<file path="src/hdl/jtmf_pkg.sv">
// ----------------------------------------------------------------------------
// Joystick thruster mix framer package
// Shared types, register indexes, frame constants and arithmetic helpers.
// ----------------------------------------------------------------------------
package jtmf_pkg;

    localparam int unsigned BYTE_W = 8;
    localparam int unsigned REG_IDX_W = 3;
    localparam int unsigned POS_W = 3;

    localparam logic [REG_IDX_W-1:0] REG_FORWARD_CENTER  = 3'd0;
    localparam logic [REG_IDX_W-1:0] REG_CRAB_CENTER     = 3'd1;
    localparam logic [REG_IDX_W-1:0] REG_VERTICAL_CENTER = 3'd2;
    localparam logic [REG_IDX_W-1:0] REG_TURN_CENTER     = 3'd3;
    localparam logic [REG_IDX_W-1:0] REG_DEAD_ZONE       = 3'd4;

    localparam logic [BYTE_W-1:0] CENTER_RESET    = 8'd128;
    localparam logic [BYTE_W-1:0] DEAD_ZONE_RESET = 8'd15;

    localparam logic [BYTE_W-1:0] HEADER_BYTE = 8'hFF;
    localparam logic [BYTE_W-1:0] MANIP_POS   = 8'h7D;
    localparam logic [BYTE_W-1:0] MANIP_NEG   = 8'h83;
    localparam logic [BYTE_W-1:0] MANIP_OFF   = 8'h00;
    localparam logic [BYTE_W-1:0] CMD_POS_MAX = 8'h7E;
    localparam logic [BYTE_W-1:0] CMD_NEG_MAX = 8'h82;

    localparam logic [POS_W-1:0] POS_HEADER   = 3'd0;
    localparam logic [POS_W-1:0] POS_HR       = 3'd1;
    localparam logic [POS_W-1:0] POS_HL       = 3'd2;
    localparam logic [POS_W-1:0] POS_VR       = 3'd3;
    localparam logic [POS_W-1:0] POS_VL       = 3'd4;
    localparam logic [POS_W-1:0] POS_MANIP    = 3'd5;
    localparam logic [POS_W-1:0] POS_CHECKSUM = 3'd6;

    typedef struct packed {
        logic [BYTE_W-1:0] forward_center;
        logic [BYTE_W-1:0] crab_center;
        logic [BYTE_W-1:0] vertical_center;
        logic [BYTE_W-1:0] turn_center;
        logic [BYTE_W-1:0] dead_zone;
    } t_cfg;

    typedef struct packed {
        logic [BYTE_W-1:0] hr;
        logic [BYTE_W-1:0] hl;
        logic [BYTE_W-1:0] vr;
        logic [BYTE_W-1:0] vl;
        logic [BYTE_W-1:0] manip;
    } t_cmd_rec;

    function automatic logic signed [8:0] dead_band(
        input logic [BYTE_W-1:0] centre,
        input logic [BYTE_W-1:0] sample,
        input logic [BYTE_W-1:0] dz
    );
        logic signed [8:0] off;
        logic [8:0] mag;
        off = $signed({1'b0, centre}) - $signed({1'b0, sample});
        mag = off[8] ? 9'(-off) : 9'(off);
        if (mag < {1'b0, dz}) begin
            return 9'sd0;
        end
        return off;
    endfunction

    function automatic logic [BYTE_W-1:0] clamp_cmd(input logic signed [9:0] v);
        if (v > 10'sd126) begin
            return CMD_POS_MAX;
        end else if (v < -10'sd126) begin
            return CMD_NEG_MAX;
        end
        return v[7:0];
    endfunction

endpackage

</file>
<file path="src/hdl/joystick_thruster_mix_framer.sv">
// ----------------------------------------------------------------------------
// Joystick thruster mix framer
// Turns joystick samples and switch states into framed thruster commands.
//
//   Channel   Handshake                   Payload
//   input     push / full                 four axis samples, two switches
//   result    empty / pop                 o_frame_byte, o_frame_end
//   config    i_cfg_valid / o_cfg_ready   i_cfg_index, i_cfg_data
//
// Every item yields seven result bytes, one per cycle while the result side
// pops, so the sustained rate is set by the byte serialiser in the back end.
// Items pass the front stages, the queue and the back-end output register.
// Reset is synchronous and restores all calibration registers.
// Front and back end stall independently through a two-entry command queue.
// ----------------------------------------------------------------------------
module joystick_thruster_mix_framer (
    input  logic        i_clk,
    input  logic        i_rst_n,
    input  logic        push,
    output logic        full,
    input  logic [7:0]  i_forward_sample,
    input  logic [7:0]  i_crab_sample,
    input  logic [7:0]  i_vertical_sample,
    input  logic [7:0]  i_turn_sample,
    input  logic        i_right_pressed,
    input  logic        i_left_pressed,
    output logic        empty,
    input  logic        pop,
    output logic [7:0]  o_frame_byte,
    output logic        o_frame_end,
    input  logic        i_cfg_valid,
    output logic        o_cfg_ready,
    input  logic [2:0]  i_cfg_index,
    input  logic [7:0]  i_cfg_data
);

    jtmf_pkg::t_cfg     r_cfg;
    jtmf_pkg::t_cmd_rec front_rec;
    jtmf_pkg::t_cmd_rec queue_rec;
    logic               front_valid;
    logic               queue_ready;
    logic               queue_valid;
    logic               back_ready;

    assign o_cfg_ready = 1'b1;

    always_ff @(posedge i_clk) begin
        if (!i_rst_n) begin
            r_cfg.forward_center  <= jtmf_pkg::CENTER_RESET;
            r_cfg.crab_center     <= jtmf_pkg::CENTER_RESET;
            r_cfg.vertical_center <= jtmf_pkg::CENTER_RESET;
            r_cfg.turn_center     <= jtmf_pkg::CENTER_RESET;
            r_cfg.dead_zone       <= jtmf_pkg::DEAD_ZONE_RESET;
        end else if (i_cfg_valid && o_cfg_ready) begin
            unique case (i_cfg_index)
                jtmf_pkg::REG_FORWARD_CENTER:  r_cfg.forward_center  <= i_cfg_data;
                jtmf_pkg::REG_CRAB_CENTER:     r_cfg.crab_center     <= i_cfg_data;
                jtmf_pkg::REG_VERTICAL_CENTER: r_cfg.vertical_center <= i_cfg_data;
                jtmf_pkg::REG_TURN_CENTER:     r_cfg.turn_center     <= i_cfg_data;
                jtmf_pkg::REG_DEAD_ZONE:       r_cfg.dead_zone       <= i_cfg_data;
                default: ;
            endcase
        end
    end

    jtmf_front u_front (
        .i_clk             (i_clk),
        .i_rst_n           (i_rst_n),
        .i_cfg             (r_cfg),
        .push              (push),
        .full              (full),
        .i_forward_sample  (i_forward_sample),
        .i_crab_sample     (i_crab_sample),
        .i_vertical_sample (i_vertical_sample),
        .i_turn_sample     (i_turn_sample),
        .i_right_pressed   (i_right_pressed),
        .i_left_pressed    (i_left_pressed),
        .o_rec_valid       (front_valid),
        .o_rec             (front_rec),
        .i_rec_ready       (queue_ready)
    );

    jtmf_fifo u_fifo (
        .i_clk      (i_clk),
        .i_rst_n    (i_rst_n),
        .i_wr_valid (front_valid),
        .i_wr_data  (front_rec),
        .o_wr_ready (queue_ready),
        .o_rd_valid (queue_valid),
        .o_rd_data  (queue_rec),
        .i_rd_ready (back_ready)
    );

    jtmf_back u_back (
        .i_clk        (i_clk),
        .i_rst_n      (i_rst_n),
        .i_rec_valid  (queue_valid),
        .i_rec        (queue_rec),
        .o_rec_ready  (back_ready),
        .empty        (empty),
        .pop          (pop),
        .o_frame_byte (o_frame_byte),
        .o_frame_end  (o_frame_end)
    );

    // After the checksum byte leaves, the next byte shown must be a header.
    a_header_follows_end: assert property (
        @(posedge i_clk) disable iff (!i_rst_n)
        (pop && !empty && o_frame_end) |=> (empty || o_frame_byte == jtmf_pkg::HEADER_BYTE)
    ) else $error("frame did not restart with a header");

    // A waiting result byte stays on the ports unchanged until its transfer.
    a_result_held: assert property (
        @(posedge i_clk) disable iff (!i_rst_n)
        (!empty && !pop) |=> (!empty && $stable(o_frame_byte) && $stable(o_frame_end))
    ) else $error("waiting result changed before its transfer");

    // The byte right after a header is never flagged as the end of a frame.
    a_end_not_first: assert property (
        @(posedge i_clk) disable iff (!i_rst_n)
        (pop && !empty && !o_frame_end) |=> (empty || !o_frame_end ||
            $past(o_frame_byte) != jtmf_pkg::HEADER_BYTE)
    ) else $error("frame end flagged right after a header");

endmodule

</file>
<file path="src/hdl/jtmf_front.sv">
// ----------------------------------------------------------------------------
// Joystick thruster mix framer front end
// Takes joystick items, removes the dead band and forms the five commands.
// ----------------------------------------------------------------------------
module jtmf_front (
    input  logic                 i_clk,
    input  logic                 i_rst_n,
    input  jtmf_pkg::t_cfg       i_cfg,
    input  logic                 push,
    output logic                 full,
    input  logic [7:0]           i_forward_sample,
    input  logic [7:0]           i_crab_sample,
    input  logic [7:0]           i_vertical_sample,
    input  logic [7:0]           i_turn_sample,
    input  logic                 i_right_pressed,
    input  logic                 i_left_pressed,
    output logic                 o_rec_valid,
    output jtmf_pkg::t_cmd_rec   o_rec,
    input  logic                 i_rec_ready
);

    logic               r_s1_valid;
    logic               r_s2_valid;
    logic signed [8:0]  r_fwd;
    logic signed [8:0]  r_crab;
    logic signed [8:0]  r_vert;
    logic signed [8:0]  r_turn;
    logic [7:0]         r_manip;
    jtmf_pkg::t_cmd_rec r_rec;
    logic               adv2;
    logic               adv1;
    logic               take;
    logic signed [9:0]  sum_hr;
    logic signed [9:0]  sum_hl;
    logic signed [9:0]  sum_vr;
    logic signed [9:0]  sum_vl;

    assign adv2 = !r_s2_valid || i_rec_ready;
    assign adv1 = !r_s1_valid || adv2;
    assign full = !adv1;
    assign take = push && adv1;

    assign sum_hr = {r_fwd[8], r_fwd} + {r_turn[8], r_turn};
    assign sum_hl = {r_fwd[8], r_fwd} - {r_turn[8], r_turn};
    assign sum_vr = {r_vert[8], r_vert} + {r_crab[8], r_crab};
    assign sum_vl = {r_vert[8], r_vert} - {r_crab[8], r_crab};

    always_ff @(posedge i_clk) begin
        if (!i_rst_n) begin
            r_s1_valid <= 1'b0;
            r_s2_valid <= 1'b0;
        end else begin
            if (adv1) begin
                r_s1_valid <= push;
            end
            if (adv2) begin
                r_s2_valid <= r_s1_valid;
            end
        end
        if (take) begin
            r_fwd  <= jtmf_pkg::dead_band(i_cfg.forward_center, i_forward_sample,
                                          i_cfg.dead_zone);
            r_crab <= jtmf_pkg::dead_band(i_cfg.crab_center, i_crab_sample,
                                          i_cfg.dead_zone);
            r_vert <= jtmf_pkg::dead_band(i_cfg.vertical_center, i_vertical_sample,
                                          i_cfg.dead_zone);
            r_turn <= jtmf_pkg::dead_band(i_cfg.turn_center, i_turn_sample,
                                          i_cfg.dead_zone);
            if (i_left_pressed) begin
                r_manip <= jtmf_pkg::MANIP_NEG;
            end else if (i_right_pressed) begin
                r_manip <= jtmf_pkg::MANIP_POS;
            end else begin
                r_manip <= jtmf_pkg::MANIP_OFF;
            end
        end
        if (adv2 && r_s1_valid) begin
            r_rec.hr    <= jtmf_pkg::clamp_cmd(sum_hr);
            r_rec.hl    <= jtmf_pkg::clamp_cmd(sum_hl);
            r_rec.vr    <= jtmf_pkg::clamp_cmd(sum_vr);
            r_rec.vl    <= jtmf_pkg::clamp_cmd(sum_vl);
            r_rec.manip <= r_manip;
        end
    end

    assign o_rec_valid = r_s2_valid;
    assign o_rec       = r_rec;

endmodule

</file>
<file path="src/hdl/jtmf_fifo.sv">
// ----------------------------------------------------------------------------
// Joystick thruster mix framer command queue
// Two-entry queue of mixed command records between front and back end.
// ----------------------------------------------------------------------------
module jtmf_fifo (
    input  logic                 i_clk,
    input  logic                 i_rst_n,
    input  logic                 i_wr_valid,
    input  jtmf_pkg::t_cmd_rec   i_wr_data,
    output logic                 o_wr_ready,
    output logic                 o_rd_valid,
    output jtmf_pkg::t_cmd_rec   o_rd_data,
    input  logic                 i_rd_ready
);

    jtmf_pkg::t_cmd_rec r_mem [2];
    logic               r_wr_ptr;
    logic               r_rd_ptr;
    logic [1:0]         r_count;
    logic               wr_en;
    logic               rd_en;

    assign o_wr_ready = (r_count != 2'd2);
    assign o_rd_valid = (r_count != 2'd0);
    assign o_rd_data  = r_mem[r_rd_ptr];
    assign wr_en      = i_wr_valid && o_wr_ready;
    assign rd_en      = i_rd_ready && o_rd_valid;

    always_ff @(posedge i_clk) begin
        if (!i_rst_n) begin
            r_wr_ptr <= 1'b0;
            r_rd_ptr <= 1'b0;
            r_count  <= 2'd0;
        end else begin
            if (wr_en) begin
                r_wr_ptr <= !r_wr_ptr;
            end
            if (rd_en) begin
                r_rd_ptr <= !r_rd_ptr;
            end
            if (wr_en && !rd_en) begin
                r_count <= r_count + 2'd1;
            end else if (rd_en && !wr_en) begin
                r_count <= r_count - 2'd1;
            end
        end
        if (wr_en) begin
            r_mem[r_wr_ptr] <= i_wr_data;
        end
    end

endmodule

</file>
<file path="src/hdl/jtmf_back.sv">
// ----------------------------------------------------------------------------
// Joystick thruster mix framer back end
// Serialises one command record into a seven-byte frame with checksum.
// ----------------------------------------------------------------------------
module jtmf_back (
    input  logic                 i_clk,
    input  logic                 i_rst_n,
    input  logic                 i_rec_valid,
    input  jtmf_pkg::t_cmd_rec   i_rec,
    output logic                 o_rec_ready,
    output logic                 empty,
    input  logic                 pop,
    output logic [7:0]           o_frame_byte,
    output logic                 o_frame_end
);

    jtmf_pkg::t_cmd_rec r_rec;
    logic                r_active;
    logic [2:0]          r_pos;
    logic [7:0]          r_sum;
    logic                r_out_valid;
    logic [7:0]          r_out_byte;
    logic                r_out_end;
    logic                out_adv;
    logic                emit;
    logic                last;
    logic                load;
    logic [7:0]          sel_byte;

    assign out_adv     = !r_out_valid || pop;
    assign emit        = r_active && out_adv;
    assign last        = (r_pos == jtmf_pkg::POS_CHECKSUM);
    assign o_rec_ready = !r_active || (emit && last);
    assign load        = o_rec_ready && i_rec_valid;

    always_comb begin
        unique case (r_pos)
            jtmf_pkg::POS_HEADER:   sel_byte = jtmf_pkg::HEADER_BYTE;
            jtmf_pkg::POS_HR:       sel_byte = r_rec.hr;
            jtmf_pkg::POS_HL:       sel_byte = r_rec.hl;
            jtmf_pkg::POS_VR:       sel_byte = r_rec.vr;
            jtmf_pkg::POS_VL:       sel_byte = r_rec.vl;
            jtmf_pkg::POS_MANIP:    sel_byte = r_rec.manip;
            jtmf_pkg::POS_CHECKSUM: sel_byte = r_sum;
            default:                sel_byte = jtmf_pkg::HEADER_BYTE;
        endcase
    end

    always_ff @(posedge i_clk) begin
        if (!i_rst_n) begin
            r_active    <= 1'b0;
            r_pos       <= jtmf_pkg::POS_HEADER;
            r_out_valid <= 1'b0;
        end else begin
            if (emit) begin
                r_out_valid <= 1'b1;
            end else if (pop) begin
                r_out_valid <= 1'b0;
            end
            if (load) begin
                r_active <= 1'b1;
                r_pos    <= jtmf_pkg::POS_HEADER;
            end else if (emit) begin
                if (last) begin
                    r_active <= 1'b0;
                end else begin
                    r_pos <= r_pos + 3'd1;
                end
            end
        end
        if (load) begin
            r_rec <= i_rec;
            r_sum <= 8'd0;
        end else if (emit && (r_pos != jtmf_pkg::POS_HEADER) && !last) begin
            r_sum <= r_sum + sel_byte;
        end
        if (emit) begin
            r_out_byte <= sel_byte;
            r_out_end  <= last;
        end
    end

    assign empty        = !r_out_valid;
    assign o_frame_byte = r_out_byte;
    assign o_frame_end  = r_out_end;

endmodule

</file>
<file path="config.mk">
export PLATFORM = sky130hd
export DESIGN_NAME = joystick_thruster_mix_framer
export DESIGN_NICKNAME = d
export VERILOG_FILES = /design/src/hdl/jtmf_pkg.sv /design/src/hdl/joystick_thruster_mix_framer.sv /design/src/hdl/jtmf_front.sv /design/src/hdl/jtmf_fifo.sv /design/src/hdl/jtmf_back.sv
export SDC_FILE = /design/constraint.sdc
export NUM_CORES = 1
export LEC_CHECK = 0
export BUFFER_PORTS_ARGS = -buffer_cell sky130_fd_sc_hd__buf_2
export CORE_UTILIZATION = 50
export CTS_CLUSTER_SIZE = 30
export DETAILED_ROUTE_END_ITERATION = 12
export GPL_ROUTABILITY_DRIVEN = 1
export PLACE_DENSITY = 0.7
export SLEW_MARGIN = 25
export SYNTH_ARGS = -nofsm -noshare
export SYNTH_HDL_FRONTEND = slang
export SYNTH_HIERARCHICAL = 1
export SYNTH_SLANG_ARGS = --single-unit
</file>
<file path="constraint.sdc">
create_clock -name i_clk -period 5.9 [get_ports i_clk]
set_input_delay 0.295 -clock i_clk [delete_from_list [all_inputs] [get_ports i_clk]]
set_output_delay 0.295 -clock i_clk [all_outputs]
set_load 0.03 [all_outputs]
</file>
==> flow_summary_export.csv, run 1 <==
group,metric,value,unit
grt,grt_pass1_wl,47500,um
die,ios,62,
place,pre_cts_ws,1.34,ns
worst_setup_path,path_delay_family,"compound AO/OA/AOI/OAI gates",
route,antenna_left,0,
run_status,status,"completed",
clock_network,cts_tree,"done",
sta,setup-violations-final,0,
route,drcViolationCount,0,
final_layout,area_growth,10.6,%
place,gp_congestion,0.917,
pwr,static-leakage-power,0.00648,uW
final_layout,num_antenna_cells,0,
synthesis,synth_top_area_share,40.7,%
place,port_buffers,60,
worst_setup_path,worst_r2r_startpoint,"r_cfg[32]",
synthesis,synth_fp_nets,1509,
worst_hold_path,hp-start,"i_cfg_data[2]",
synthesis,synthesis.area,15000,um2
worst_setup_path,end_kind,"flip-flop",
run,max_cap_viol_count,0,
pwr,power.density,411,nW/um2
worst_setup_path,required,6.19,ns
synthesis,synth-edff-count,203,
worst_setup_path,crit_buf_inv,2,
synthesis,yosys.area_share.xor_xnor,4.90,%
synthesis,synth_compound_area_share,12.9,%
synthesis,synth_cells,1337,
synthesis,synth.most_common_cell,"edfxtp_1",
pwr,worst_ir_drop_vdd,255,uV
synthesis,netlist.top_cell.by_area,"edfxtp_1",
synthesis,synthAdderAreaFrac,10.6,%
sta,hold_viol,0,
route,dr.pass1.iters,6,
clock_network,post_cts_resized,0,
synthesis,synthSimpleGateAreaFrac,11.8,%
die,fp.dieH,175,um
route,detail_route.wl_per_cell,15.9,um
sta,slew_headroom,32.7,%
grt,gr-usage-all-layers,19.0,%
route,dr.first_iter.drc_count,719,
sta,rsz0062_at_grt,"no",
clock_network,cts_buffers,28,
final_layout,fin_util,56.1,%
synthesis,yosysSeqAreaShare,48.7,%
clock_network,clk_latency,0.55,ns
worst_setup_path,cp_slowest_cell,"o41ai_1",
pwr,power.total,6810,uW
synthesis,ys.flop_type,"edfxtp_1",
die,die_area,30700,um2
sta,skew,0.0168,ns
place,placed_cell_area,15600,um2
sta,final-max-slew-violation-count,0,
final_layout,final_area,16600,um2
route,wl,28700,um
clock_network,clockRootBuffer,"clkbuf_16",
route,via_per_inst,5.52,
synthesis,synth.mux.area_fraction,6.69,%
clock_network,cts_max_path_buffers,3,
grt,grt_max_degree,64,
clock_network,htreeDepth,1,
worst_setup_path,path_max_fanout,9,
route,vias,9961,
die,start_util,50.7,%
synthesis,yosys_warnings,6,
worst_setup_path,path_cells,"inv_1, ha_1, inv_1, fa_1, a211oi_1, o21bai_1, a21oi_1, o21bai_1, a21o_1, mux2_2, ha_1, a21boi_0, o21a_1, o21ai_0, a21oi_1, o41ai_1, o41a_1, nor2_1",
sta,fmax,225,MHz
worst_setup_path,cp-start-kind,"flip-flop",
sta,fin_crit_sh,75.4,%
die,rows,63,
final_layout,layout-drive-gt1-share,13.9,%
synthesis,avgSynthCellArea,11.2,um2
synthesis,synth_area_leaders,"edfxtp_1, ha_1, dfxtp_1",
sta,setup_tns,0,ns
sta,min_period,4.45,ns
clock_network,clock-sinks,263,
die,die_w,175,um
grt,antenna_found_initial,0,
synthesis,synthTopCellsByCount,"edfxtp_1, ha_1, nor2_1, inv_1, a21oi_1",
worst_setup_path,crit_path_max_incr_delay,0.61,ns
sta,tightestPinTransition,1.01,ns
grt,grt_pass1_vias,9721,
die,core-area,29600,um2
final_layout,fin_nets,1563,
clock_network,cts.clk_slew.worst_paths,0.06,ns
synthesis,synth.distinct_cells,99,
synthesis,ys_async_sr_fraction,0,%
worst_setup_path,cp.arrival,4.74,ns
place,place_hpwl,21000,um
grt,grt-ovfl-total,0,
synthesis,synth_seq_cells,263,
worst_setup_path,worstSetupStartpoint,"r_cfg[32]",
sta,layout_setup_ws,1.45,ns
synthesis,synth_top_family_by_area,"compound AO/OA/AOI/OAI gates",
worst_setup_path,critical_path_class,"reg2reg",
worst_hold_path,hold_class,"in2reg",
## final cells by class
class	count	area (um2)
Tap cell	390	488
Fill cell	2486	13000
Sequential cell	263	7300
Timing Repair Buffer	69	395
Inverter	102	383
Clock inverter	21	219
Multi-Input combinational cell	927	7080
Clock buffer	31	712
## report_power, final
part | internal [uW] | switching [uW]
logic | 1000 | 1420
clock network | 1010 | 726
registers | 2480 | 169
total | 4490 | 2320
## routing by layer
metal | vias up | global-route usage [%] | wire length [um]
li1 | 4962 | - | -
met1 | 4687 | 23.9 | 12700
met2 | 244 | 33.6 | 13900
met3 | 68 | 2.55 | 1110
met4 | 0 | 6.41 | 908
met5 | - | 0 | 0
## through the flow
stage          hold WS [ns]  std cells
3_3_place_gp          0.408       1747
6_report             0.0269       1803
2_1_floorplan         0.394       1337
5_1_grt              0.0449       1803
3_5_place_dp          0.424       1748
4_1_cts              0.0112       1803
## registers in the layout (all words and copies together) (netlist names), 2 cells and up, named ones only
register and count:
r_cfg 40, u_back/o_frame_byte 8, u_back/r_pos 3, u_back/r_rec 40, u_back/r_sum 8, u_fifo/r_count 2
u_fifo/r_mem 80, u_front/o_rec 35, u_front/r_crab 9, u_front/r_fwd 9, u_front/r_manip 3, u_front/r_turn 9
u_front/r_vert 9
## repair_timing
action	4_1_cts	5_1_grt
setup buffers	0	0
hold buffers	3	0
endpoints found under the hold margin	3	0
## cells by family (layout without fill, tap and decap cells)
logic type / count (synthesis) / count (layout)
and+or+nand+nor: 344 / 344
AOI/OAI and AO/OA: 283 / 283
DFF: 263 / 263
buffers and inverters: 147 / 223
adders and majority gates: 122 / 122
muxes: 94 / 94
xor gates and xnor gates: 83 / 83
other: 1 / 1
## final timing paths
| check | slack (ns) | cells past startpoint | end |
|---|---|---|---|
| worst max register to register | 1.45 | 18 | u_front/r_fwd[2] |
| worst min-delay path | 0.03 | 3 | r_cfg[2] |
| worst max-delay path | 1.45 | 18 | u_front/r_fwd[2] |
| worst min register to register | 0.42 | 0 | u_front/o_rec[0] |
## layout by cell type (no fill, tap or decap), types with 16 or more instances in the layout
| master | Yosys | layout |
|---|---|---|
| dfxtp_1 | 60 | 60 |
| buf_2 | 17 | 60 |
| edfxtp_1 | 203 | 203 |
| mux2i_1 | 45 | 45 |
| ha_1 | 113 | 113 |
| xnor2_1 | 63 | 62 |
| o21ai_0 | 40 | 40 |
| nand2b_1 | 16 | 16 |
| nor3_1 | 30 | 30 |
| xor2_1 | 19 | 19 |
| nor2b_1 | 35 | 33 |
| clkbuf_16 | 0 | 28 |
| nand2_1 | 64 | 64 |
| inv_1 | 99 | 99 |
| o21a_1 | 24 | 24 |
| mux2_2 | 44 | 44 |
| a21oi_1 | 81 | 81 |
| nor2_1 | 109 | 109 |
## tightest hold or removal path, cell delays in order
cell and delay [ns]:
buf_2 0.09, nor2b_1 0.04, mux2i_1 0.11
Note: power is estimated with default switching activity, not from simulation.
==> run 2, diff against run 1 <==
- clock period: 5.9 -> 4.6 ns (I/O delays scaled with it)
==> flow_summary_export.csv, run 2 (same netlist as run 1, synthesis figures left out) <==
group,metric,value,unit
place,pre_cts_ws,0.533,ns
place,port_buffers,60,
clock_network,clock-sinks,263,
sta,rsz0062_at_grt,"no",
sta,setup-violations-final,0,
die,core-area,29600,um2
worst_setup_path,end_kind,"flip-flop",
worst_setup_path,required,4.88,ns
die,ios,62,
sta,slew_headroom,35.4,%
worst_setup_path,reg2reg_slack,0.47,ns
worst_setup_path,path_delay_family,"compound AO/OA/AOI/OAI gates",
worst_setup_path,cp_slowest_cell,"fa_1",
clock_network,cts_buffers,27,
clock_network,cts_setup_buffers,0,
worst_hold_path,min_delay_worst_endpoint,"u_back/r_out_valid",
worst_setup_path,path_max_fanout,9,
run,max_cap_viol_count,0,
clock_network,htreeDepth,1,
pwr,seqPwrFrac,39.1,%
final_layout,layout-drive-gt1-share,14.0,%
sta,fmax,242,MHz
die,die_area,30700,um2
worst_setup_path,crit_buf_inv,3,
final_layout,num_antenna_cells,0,
grt,gr-usage-all-layers,18.9,%
clock_network,cts_tree,"done",
worst_setup_path,crit_path_max_incr_delay,0.48,ns
worst_setup_path,worstReg2RegEnd,"u_front/r_fwd[1]",
sta,hold_viol,0,
sta,skew,0.0121,ns
clock_network,cts_max_path_buffers,3,
worst_hold_path,hp-start,"pop",
pwr,worst_ir_drop_vdd,410,uV
place,place_hpwl,21100,um
route,wl,28700,um
route,antenna_left,0,
clock_network,clockRootBuffer,"clkbuf_16",
route,drcViolationCount,0,
clock_network,clk_latency,0.54,ns
worst_setup_path,cp.arrival,4.41,ns
grt,grt_max_degree,47,
grt,grt-ovfl-total,0,
route,dr.first_iter.drc_count,545,
die,die_w,175,um
worst_setup_path,cp-start-kind,"flip-flop",
pwr,power.total,8650,uW
final_layout,final_common_cell,"edfxtp_1",
run_status,status,"completed",
sta,worst_hold_slack,0.0248,ns
clock_network,cts.clk_slew.worst_paths,0.06,ns
die,fp.dieH,175,um
worst_setup_path,path_cells,"inv_1, ha_1, inv_1, fa_1, a211oi_1, o21bai_1, a21oi_1, o21bai_1, a21o_1, mux2_2, ha_1, a21boi_0, o21a_1, o21ai_0, a21oi_1, o41ai_1, buf_4, o41a_1, nor2_1",
route,detail_route.wl_per_cell,15.9,um
pwr,p_int,5730,uW
grt,grt_pass1_vias,9627,
sta,min_period,4.13,ns
final_layout,regArea,7300,um2
pwr,static-leakage-power,0.00652,uW
grt,antenna_found_initial,0,
pwr,combPwrFrac,36.2,%
pwr,swShare,33.8,%
worst_setup_path,worst_r2r_startpoint,"r_cfg[32]",
final_layout,final_cell_mix,"edfxtp_1, ha_1, nor2_1",
die,start_util,50.7,%
pwr,switchingPower,2930,uW
sta,tightestPinTransition,0.968,ns
sta,layout_setup_ws,0.473,ns
worst_hold_path,min_path_cells,3,
worst_setup_path,critical_path_class,"reg2reg",
final_layout,fillCellCount,2504,
die,rows,63,
final_layout,multi_input_area,7070,um2
sta,fin_crit_sh,89.7,%
place,gp_congestion,0.884,
route,vias,9856,
grt,grt_pass1_wl,47000,um
worst_hold_path,hold_class,"in2reg",
final_layout,area_growth,10.9,%
final_layout,largest_register_ffs,80,
pwr,clockPowerShare,24.6,%
worst_setup_path,reg2reg_depth,19,
sta,setup_tns,0,ns
final_layout,largest_register,"u_fifo/r_mem",
final_layout,fin_util,56.2,%
route,via_per_inst,5.44,
pwr,power.density,521,nW/um2
sta,final-max-slew-violation-count,0,
final_layout,fin_nets,1572,
route,dr.pass1.iters,5,
final_layout,top_regs,"u_fifo/r_mem (80), r_cfg (40), u_back/r_rec (40)",
-- run 2: how the worst max path moves through the flow --
stage | start | end | slack (ns) | cells past startpoint
after floorplan | r_cfg[8] | u_front/r_turn[3] | 0.60 | 18
after global placement | r_cfg[32] | u_front/r_fwd[3] | 0.63 | 19
after detailed placement | r_cfg[32] | u_front/r_fwd[1] | 0.53 | 19
after CTS | r_cfg[32] | u_front/r_fwd[1] | 0.51 | 19
after global routing | r_cfg[24] | u_front/r_crab[1] | 0.16 | 18
final | r_cfg[32] | u_front/r_fwd[1] | 0.47 | 19
-- run 2: power by group through the flow --
stage | registers, uW | clock network, uW | logic [uW]
after global routing | 3430 | 2290 | 3490
after CTS | 3400 | 2180 | 3130
after global placement | 3420 | 0 | 3030
final | 3390 | 2130 | 3140
after floorplan | 3400 | 0 | 2470
after detailed placement | 3440 | 0 | 3100
-- run 2: cell type report --
| class | count | share of cell area (%) |
|---|---|---|
| clock inverter | 16 | 0.859 |
| multi-input combinational | 927 | 42.6 |
| inverter | 102 | 2.30 |
| clock buffer | 34 | 4.41 |
| tap | 390 | 2.94 |
| sequential | 263 | 43.9 |
| timing repair buffer | 79 | 2.98 |
-- run 2: layer usage --
layer	GRT usage [%]	vias up	part of all wire [%]
li1	-	4979	-
met4	6.52	0	3.2
met5	0	-	0
met3	2.61	65	3.2
met2	33.8	187	49
met1	23.2	4625	45
-- run 2: worst reg2reg max path: cells and delay by family, from the launching register on --
kind | cells | cell delay [ns]
AO/OA/AOI/OAI | 11 | 1.98
adder cells (fa/ha/maj) | 3 | 0.89
flip-flops | 1 | 0.31
multiplexers | 1 | 0.32
AND/OR/NAND/NOR | 1 | 0.09
buffers and inverters | 3 | 0.29
-- run 2: what timing repair did --
item	4_1_cts	5_1_grt
endpoints found under the hold margin	9	0
gates resized for setup	0	0
hold buffers	8	0
-- run 2: stage by stage --
stage | instance area, um2 | std cells
after floorplan | 15000 | 1337
after detailed placement | 15600 | 1751
after global routing | 16600 | 1811
after CTS | 16600 | 1809
after global placement | 15600 | 1751
final | 16600 | 1811
